$ cat config.mk
export PLATFORM = sky130hd
export DESIGN_NAME = teq_cell
export DESIGN_NICKNAME = d
export VERILOG_FILES = /design/src/design/teq_pkg.sv /design/src/design/teq_cell.sv
export SDC_FILE = /design/constraint.sdc
export NUM_CORES = 1
export LEC_CHECK = 0
export BUFFER_PORTS_ARGS = -buffer_cell sky130_fd_sc_hd__buf_4
export CAP_MARGIN = 20
export CORE_AREA = 10 10 118 120
export DETAILED_ROUTE_END_ITERATION = 16
export DIE_AREA = 0 0 128 130
export GPL_ROUTABILITY_DRIVEN = 0
export GPL_TIMING_DRIVEN = 0
export MAX_ROUTING_LAYER = met4
export PLACE_DENSITY = 0.8
export SLEW_MARGIN = 15
export SYNTH_ARGS = -nofsm -noshare
export SYNTH_HDL_FRONTEND = slang
export SYNTH_SLANG_ARGS = --single-unit
$ cat constraint.sdc
create_clock -name clk -period 20.3 [get_ports clk]
set_input_delay 3.045 -clock clk [delete_from_list [all_inputs] [get_ports clk]]
set_output_delay 3.045 -clock clk [all_outputs]
set_load 0.01 [all_outputs]
$ cat src/design/teq_pkg.sv
// Shared types and codes for the timed event queue.
package teq_pkg;

	localparam int TimeW = 32;
	localparam int PayW  = 16;
	localparam int SeqW  = 32;
	localparam int MaxResults = 32;

	localparam logic KindInsert = 1'b0;
	localparam logic KindTick   = 1'b1;

	localparam logic [1:0] StatDue      = 2'd0;
	localparam logic [1:0] StatAccepted = 2'd1;
	localparam logic [1:0] StatDropped  = 2'd2;

	typedef struct packed {
		logic signed [TimeW-1:0] etime;
		logic [PayW-1:0]         payload;
		logic [SeqW-1:0]         seq;
	} entry_t;

	// ins: ordered insert of ent; pop: shift towards the head.
	// ent.etime is also the compare time (due time or current time).
	typedef struct packed {
		logic   ins;
		logic   pop;
		entry_t ent;
	} cell_ctrl_t;

endpackage

$ cat src/design/teq_cell.sv
// One queue cell: holds one entry, shifts right on insert, left on pop.
module teq_cell
	import teq_pkg::*;
(
	input  logic       clk,
	input  cell_ctrl_t ctrl,
	input  logic       occ,
	input  entry_t     left_entry,
	input  logic       left_le,
	input  entry_t     right_entry,
	output entry_t     entry,
	output logic       le
);

	entry_t entry_q;

	assign entry = entry_q;
	assign le    = occ && (entry_q.etime <= ctrl.ent.etime);

	always_ff @(posedge clk) begin
		if (ctrl.ins) begin
			if (!le) begin
				entry_q <= left_le ? ctrl.ent : left_entry;
			end
		end else if (ctrl.pop) begin
			entry_q <= right_entry;
		end
	end

endmodule

==> results of run 1 <==
-- per-stage QoR --
stage	std cells	hold slack, ns	setup WS (ns)
floorplan	464	2.032	11.27
global placement	934	2.443	9.168
detailed placement	937	1.179	12.37
CTS	953	1.194	12.36
global route	953	1.290	12.23
finish	953	1.204	12.34
-- layer usage --
metal	vias up	GRT usage [%]	wire length [microns]
met4	0	8.013	469
met2	240	40.32	10330
li1	2359	-	-
met1	2258	23.31	7106
met5	-	-	0
met3	33	6.410	1612
-- final cells by class --
cell class	instances	area [sq um]	share of cell area, %
buffer	27	112.6	1.428
clock buffer	11	232.7	2.951
clock inverter	5	47.55	0.6028
inverter	33	123.9	1.570
multi-input combinational	324	2277	28.87
sequential	80	2402	30.46
tap	147	183.9	2.332
timing repair buffer	326	2507	31.79
-- cells in the mapped netlist, drive strengths merged, types with 3 or more instances --
library cell / instances / area (sq um)
nand2: 4 / 15.01
edfxtp: 80 / 2402
a21oi: 91 / 455.4
nor4: 3 / 25.02
nand3: 5 / 25.02
inv: 33 / 123.9
clkbuf: 14 / 52.55
nor2: 81 / 304.0
a21o: 5 / 37.54
nand4: 6 / 52.55
ha: 32 / 400.4
mux2i: 80 / 800.8
buf: 13 / 60.05
-- power groups by stage --
stage / combinational [mW] / clock, mW / sequential, mW
after floorplan: 0.0497 / 0 / 0.227
after global placement: 0.139 / 0 / 0.219
after detailed placement: 0.147 / 0 / 0.217
after CTS: 0.147 / 0.160 / 0.213
after global routing: 0.159 / 0.166 / 0.215
final: 0.146 / 0.157 / 0.213
-- kinds of logic after synthesis --
group	after synthesis	share of synthesized area, %
compound gates	107	12.00
fa+ha+maj	32	8.169
buf+inv	60	4.825
flops	80	49.02
mux	80	16.34
simple gates	105	9.650
-- worst max-delay path by stage --
stage          slack (ns)       end  cells after the start      from
5_1_grt             12.23        le                      9  ctrl[77]
4_1_cts             12.36        le                      8  ctrl[77]
3_3_place_gp         9.17  entry[7]                      8  ctrl[62]
2_1_floorplan       11.27  entry[0]                      7  ctrl[62]
3_5_place_dp        12.37        le                      8  ctrl[77]
6_report            12.34        le                      8  ctrl[77]
-- tightest hold or removal path, cell delays in order (launching register included) --
cell and delay (ns):
sky130_fd_sc_hd__edfxtp_1 0.36, sky130_fd_sc_hd__ha_1 0.18, sky130_fd_sc_hd__a32oi_1 0.08, sky130_fd_sc_hd__o22ai_1 0.23
sky130_fd_sc_hd__a31oi_4 0.16
-- layout by cell type (no fill, tap or decap), drive strengths merged, types with 3 or more instances in the layout --
master    n
buf     339
a21oi    91
nor2     81
mux2i    80
edfxtp   80
inv      33
ha       32
clkbuf   25
nand4     6
a21o      5
nand3     5
nand2     4
clkinv    4
nor4      3
==> metrics.log, run 1 <==
INFO  metric result_of_the_run = finished clean
INFO  metric cts_num_sinks = 80
INFO  metric io-pin-count = 326
INFO  metric startpoint_type = input pin
INFO  metric port_buffers = 323
INFO  metric worst_ep_arrival_time = 4.92 ns
INFO  metric tritoncts.num_buffers = 9
INFO  metric yosysSeqAreaShare = 49.02%
INFO  metric worst_hold_path.endpoint = entry[63]
INFO  metric drtIter0Drc = 242
INFO  metric postPlaceCellArea = 0.007607 sq mm
INFO  metric worst_path_cell_trace = buf_4 -> inv_1 -> ha_1 -> a21o_1 -> a2111o_1 -> nor4_1 -> a31o_1 -> buf_4
INFO  metric placement_rows = 40
INFO  metric top_fanout_value_on_the_critical_path = 2
INFO  metric timing.fmax = 125.6 MHz
INFO  metric place.detailed.hpwl = 16360 microns
INFO  metric insertedDiodeCount = 0
INFO  metric flow.area_growth_from_synthesis = 60.94%
INFO  metric crit_path_largest_cell_delay = 0.48 ns
INFO  metric post-route-min-period = 7.963 ns
INFO  metric grt_pass1_wl = 28400 microns
INFO  metric die_height = 130 microns
INFO  metric die_x = 128 microns
INFO  metric number_of_distinct_library_cells_after_synthesis = 33
INFO  metric timing.setup.critical_path_class = in -> out
INFO  metric htreeDepth = 3
INFO  metric timing.rr.start = entry[63]
INFO  metric holdBufCountCts = 0
INFO  metric gr-usage-all-layers = 22.59%
INFO  metric vias = 4890
INFO  metric grt_setup_unrepaired = false
INFO  metric wl = 19520 microns
INFO  metric cp_data_required_time = 17.26 ns
INFO  metric max_slew_margin = 51.35%
INFO  metric die_area = 0.01664 sq mm
INFO  metric worst_r2r_path_depth = 8
INFO  metric synth-main-ff-cell = sky130_fd_sc_hd__edfxtp_1
INFO  metric nNetsFinal = 1078
INFO  metric power_frac_clock = 30.4%
INFO  metric timing.hold.worst.class = reg -> reg
INFO  metric drt-pass1-iter-count = 4
INFO  metric drive_gt1_share = 43.80%
INFO  metric min_from = entry[79]
INFO  metric finish.utilization = 67.35%
INFO  metric drcViolationCount = 0
INFO  metric setup_viol = 0
INFO  metric clk_pin_slew_worst_paths = 0.06 ns
INFO  metric antenna_left = 0
INFO  metric clock_tree_from_tritoncts = done
INFO  metric report.power.total = 516.1 uW
INFO  metric initial_antenna_violation_count = 0
INFO  metric share_seq_of_total_power = 41.3%
INFO  metric timing.max_cap.violations = 0
INFO  metric critical_path.reg2reg.endpoint = entry[41]
INFO  metric power_frac_comb = 28.3%
INFO  metric power_switching_share = 26.80%
INFO  metric flip_flop_and_latch_count_after_synthesis = 80
INFO  metric floorplan.initialDensity = 41.85%
INFO  metric vias_per_instance = 5.131
INFO  metric largest_reg_flops = 80
INFO  metric final.period_utilization = 39.23%
INFO  metric power_dens_cells = 65.43 mW/mm^2
INFO  metric post_cts_buffers = 0
INFO  metric gr-total-overflow = 0
INFO  metric synth_edf_count = 80
INFO  metric finClkSkew = 0.007249 ns
INFO  metric critical_path.endpoint_type = primary output
INFO  metric synthesis.instances = 464
INFO  metric grt_max_degree = 27
INFO  metric intPower = 377.8 uW
INFO  metric finalMaxSlewViolations = 0
INFO  metric cts.root.buffer_cell = sky130_fd_sc_hd__clkbuf_16
INFO  metric fill_cell_count = 904
INFO  metric routedWlPerCell = 20.48 microns
INFO  metric crit_buf_inv = 3
INFO  metric ffs_w_async_s_r_synth = 0%
INFO  metric crit_top_cell = sky130_fd_sc_hd__buf_4
INFO  metric via_count_of_the_first_global_routing_pass = 5263
INFO  metric post_cts_resized = 0
INFO  metric cts_max_path_buffers = 2
INFO  metric ir_worst_vdd = 0.03515 mV
INFO  metric r2r_setup_slack = 17.36 ns
INFO  metric synthesized_netlist_net_count = 741
INFO  metric clkLatencyLatePin = 0.33 ns
INFO  metric setup_tns = 0 ns
INFO  metric final-hold-violation-count = 0
INFO  metric final_area = 0.007888 sq mm
INFO  metric avgSynthCellArea = 10.56 sq um
INFO  metric hold-path-cell-count = 4
INFO  metric worst_slew_pin_slew = 0.7298 ns
INFO  metric core_area = 0.01171 sq mm
INFO  metric cp_slowest_cell = sky130_fd_sc_hd__nor4_1
INFO  metric cp_top_family = compound AO/OA/AOI/OAI gates
INFO  metric synthesis_warning_total = 0
INFO  metric post_synth_instance_area = 0.004901 sq mm
INFO  metric static-leakage-power = 3.861 nW
INFO  metric net-switching-power = 138.3 uW
No activity file was read; power rests on OpenSTA's default activity.
==> run 2, diff against run 1 <==
- ABC_AREA: not set -> 1
- CORE_AREA: 10 10 118 120 -> not set
- CORE_ASPECT_RATIO: not set -> 1.1
- CORE_MARGIN: not set -> 10
- CORE_UTILIZATION: not set -> 43
- DIE_AREA: 0 0 128 130 -> not set
- PLACE_DENSITY: 0.8 -> 0.81
- clock period: 20.3 -> 8.1 ns (I/O delays scaled with it)
==> metrics.log, run 2 <==
INFO  metric result_of_the_run = finished clean
INFO  metric synthesis.instances = 587
INFO  metric share_seq_of_total_power = 40.1%
INFO  metric clk_pin_slew_worst_paths = 0.06 ns
INFO  metric flow.area_growth_from_synthesis = 60.74%
INFO  metric setup_viol = 0
INFO  metric post_cts_buffers = 0
INFO  metric finClkSkew = 0.008618 ns
INFO  metric grt_pass1_wl = 30760 microns
INFO  metric setup_tns = 0 ns
INFO  metric htreeDepth = 3
INFO  metric pre_cts_slack = 4.260 ns
INFO  metric grt_util_met3 = 8.612%
INFO  metric net-switching-power = 368.5 uW
INFO  metric ys_top_cells_by_area = sky130_fd_sc_hd__edfxtp_1 49%, sky130_fd_sc_hd__nand2_1 9.4%, sky130_fd_sc_hd__o21ai_0 8.5%
INFO  metric gr-total-overflow = 0
INFO  metric startpoint_type = input pin
INFO  metric holdBufCountCts = 0
INFO  metric largest_reg_flops = 80
INFO  metric most-common-layout-cells = 324 x sky130_fd_sc_hd__buf_4, 121 x sky130_fd_sc_hd__nand2_1, 87 x sky130_fd_sc_hd__nor2_1, 82 x sky130_fd_sc_hd__o21ai_0
INFO  metric flip_flop_and_latch_count_after_synthesis = 80
INFO  metric drtIter0Drc = 400
INFO  metric yosys.area.top_type = sky130_fd_sc_hd__edfxtp_1
INFO  metric largest_family_of_logic_cells_by_synthesized_area = compound AO/OA/AOI/OAI gates
INFO  metric power_switching_share = 27.54%
INFO  metric intPower = 969.4 uW
INFO  metric placement_rows = 40
INFO  metric hold-path-cell-count = 3
INFO  metric min_from = right_entry[45]
INFO  metric timing.max_cap.violations = 0
INFO  metric top_fanout_value_on_the_critical_path = 2
INFO  metric static-leakage-power = 3.739 nW
INFO  metric drt-pass1-iter-count = 5
INFO  metric insertedDiodeCount = 0
INFO  metric basic_gate_share_of_the_synthesized_area_counting_and_or_nand_and_nor_cells = 17.38%
INFO  metric number_of_distinct_library_cells_after_synthesis = 22
INFO  metric io-pin-count = 326
INFO  metric antenna_left = 0
INFO  metric initial_antenna_violation_count = 0
INFO  metric synth.cells.most_frequent = 122 x sky130_fd_sc_hd__nand2_1, 87 x sky130_fd_sc_hd__nor2_1, 82 x sky130_fd_sc_hd__o21ai_0
INFO  metric max_slew_margin = 56.85%
INFO  metric clkLatencyLatePin = 0.34 ns
INFO  metric port_buffers = 323
INFO  metric vias_per_instance = 5.096
INFO  metric timing.rr.start = entry[53]
INFO  metric post_cts_resized = 0
INFO  metric worst_hold_path.endpoint = entry[45]
INFO  metric ir_worst_vdd = 0.1083 mV
INFO  metric clock_tree_from_tritoncts = done
INFO  metric vias = 5473
INFO  metric synth_edf_count = 80
INFO  metric synthesis_warning_total = 0
INFO  metric ffs_w_async_s_r_synth = 0%
INFO  metric drive_gt1_share = 38.30%
INFO  metric cts.root.buffer_cell = sky130_fd_sc_hd__clkbuf_16
INFO  metric power_dens_cells = 171.5 mW/mm^2
INFO  metric power_frac_comb = 27.2%
INFO  metric cts_num_sinks = 80
INFO  metric gr-usage-all-layers = 25.59%
INFO  metric grt.busiest_layer = met2
INFO  metric timing.setup.critical_path_class = in -> out
INFO  metric met1_usage = 27.18%
INFO  metric synth-main-ff-cell = sky130_fd_sc_hd__edfxtp_1
INFO  metric yosysSeqAreaShare = 49.50%
INFO  metric routedWlPerCell = 19.51 microns
INFO  metric tritoncts.num_buffers = 9
INFO  metric post_synth_instance_area = 0.004853 sq mm
INFO  metric yosys.area.top_type_share = 49.50%
INFO  metric globalRouteMet2Util = 43.07%
INFO  metric final.setup.worst_slack = 4.248 ns
INFO  metric grt_setup_unrepaired = false
INFO  metric synth_adder_area_share = 8.250%
INFO  metric worst_ep_arrival_time = 2.64 ns
INFO  metric place.detailed.hpwl = 17020 microns
INFO  metric finalMaxSlewViolations = 0
INFO  metric power_frac_clock = 32.7%
INFO  metric nNetsFinal = 1199
INFO  metric final-hold-violation-count = 0
INFO  metric timing.fmax = 259.6 MHz
INFO  metric synthesized_netlist_net_count = 864
INFO  metric worst_r2r_path_depth = 15
INFO  metric postPlaceCellArea = 0.007490 sq mm
INFO  metric synth_compound_gate_area_share = 18.72%
INFO  metric cts_max_path_buffers = 2
INFO  metric timing.hold.worst.class = in -> reg
INFO  metric critical_path.reg2reg.endpoint = entry[34]
INFO  metric synth-xor-area-share = 0%
INFO  metric cp_data_required_time = 6.88 ns
INFO  metric via_count_of_the_first_global_routing_pass = 5634
INFO  metric die_area = 0.01594 sq mm
INFO  metric die_x = 121.3 microns
INFO  metric floorplan.initialDensity = 44.28%
INFO  metric wl = 20960 microns
INFO  metric r2r_setup_slack = 5.38 ns
INFO  metric final.period_utilization = 47.56%
INFO  metric avgSynthCellArea = 8.268 sq um
INFO  metric mostFrequentLayoutCell = sky130_fd_sc_hd__buf_4
INFO  metric worst_slew_pin_slew = 0.6472 ns
INFO  metric post-route-min-period = 3.852 ns
INFO  metric synthMostInstantiatedCell = sky130_fd_sc_hd__nand2_1
INFO  metric synthMuxAreaShare = 0%
INFO  metric final_area = 0.007801 sq mm
INFO  metric grt_max_degree = 43
INFO  metric critical_path.endpoint_type = primary output
INFO  metric core_area = 0.01096 sq mm
INFO  metric die_height = 131.4 microns
INFO  metric drcViolationCount = 0
INFO  metric crit_start = ctrl[53]
run 2: cell count changes after synthesis, moves of 6 or more:
cell / previous run / this run
sky130_fd_sc_hd__nand2_1: 4 / 122
sky130_fd_sc_hd__o21ai_0: 1 / 82
sky130_fd_sc_hd__mux2i_1: 80 / 0
sky130_fd_sc_hd__o21ai_1: 0 / 80
sky130_fd_sc_hd__a21oi_1: 91 / 13
sky130_fd_sc_hd__clkbuf_1: 14 / 31
sky130_fd_sc_hd__buf_2: 9 / 2
sky130_fd_sc_hd__nor2_1: 81 / 87
run 2: cell families (layout without fill, tap and decap cells):
kind of cell	after synthesis	count (layout)
adders and majority gates	32	32
and+or+nand+nor	218	218
AOI/OAI and AO/OA	179	179
DFF	80	80
buffers and inverters	78	418
run 2: layout make-up:
class,instances,area [sq um]
plain buffers,34,133.9
well taps,147,183.9
fillers,874,3159
multi-input cells,429,2160
flip-flops and latches,80,2402
clock inverters,7,86.33
clock buffers,9,225.2
inverters,44,165.2
repair buffers,324,2445
run 2: how the worst max path moves through the flow:
stage,to,slack [ns],depth (start not counted)
floorplan,entry[0],3.70,14
global placement,entry[37],2.60,14
detailed placement,le,4.26,15
CTS,le,4.25,16
global route,le,4.13,16
finish,le,4.25,16
run 2: worst max-delay path, stage by stage:
cell and delay, ns:
sky130_fd_sc_hd__buf_4 0.09, sky130_fd_sc_hd__inv_1 0.04, sky130_fd_sc_hd__ha_1 0.30, sky130_fd_sc_hd__a21oi_1 0.15, sky130_fd_sc_hd__nor2_1 0.05, sky130_fd_sc_hd__nor2_1 0.10, sky130_fd_sc_hd__nand2_1 0.07, sky130_fd_sc_hd__nand2_1 0.06
sky130_fd_sc_hd__nand2_1 0.06, sky130_fd_sc_hd__nand2_1 0.08, sky130_fd_sc_hd__nand2_1 0.05, sky130_fd_sc_hd__nand2_1 0.05, sky130_fd_sc_hd__nand3_1 0.06, sky130_fd_sc_hd__nand2_1 0.08, sky130_fd_sc_hd__inv_1 0.04, sky130_fd_sc_hd__buf_4 0.14
run 2: power by group through the flow:
stage / combinational [mW] / sequential, mW / clock, mW
finish: 0.363 / 0.537 / 0.437
detailed placement: 0.365 / 0.546 / 0
floorplan: 0.124 / 0.572 / 0
global route: 0.399 / 0.542 / 0.457
CTS: 0.367 / 0.537 / 0.442
global placement: 0.356 / 0.549 / 0
run 2: routing by layer:
layer  part of all wire, %  vias up
met2                    50      283
met3                    10       45
met5                     0        -
met4                   2.8        0
li1                      -     2670
met1                    37     2475
run 2: through the flow:
| stage | utilization [%] | cells | hold slack [ns] | power (mW) |
|---|---|---|---|---|
| 6_report | 71.18 | 1074 | 1.158 | 1.338 |
| 5_1_grt | 71.18 | 1074 | 1.169 | 1.398 |
| 4_1_cts | 71.18 | 1074 | 1.153 | 1.346 |
| 3_5_place_dp | 68.33 | 1058 | 1.473 | 0.9108 |
| 3_3_place_gp | 68.08 | 1057 | 1.499 | 0.9049 |
| 2_1_floorplan | - | 587 | 1.413 | 0.6960 |
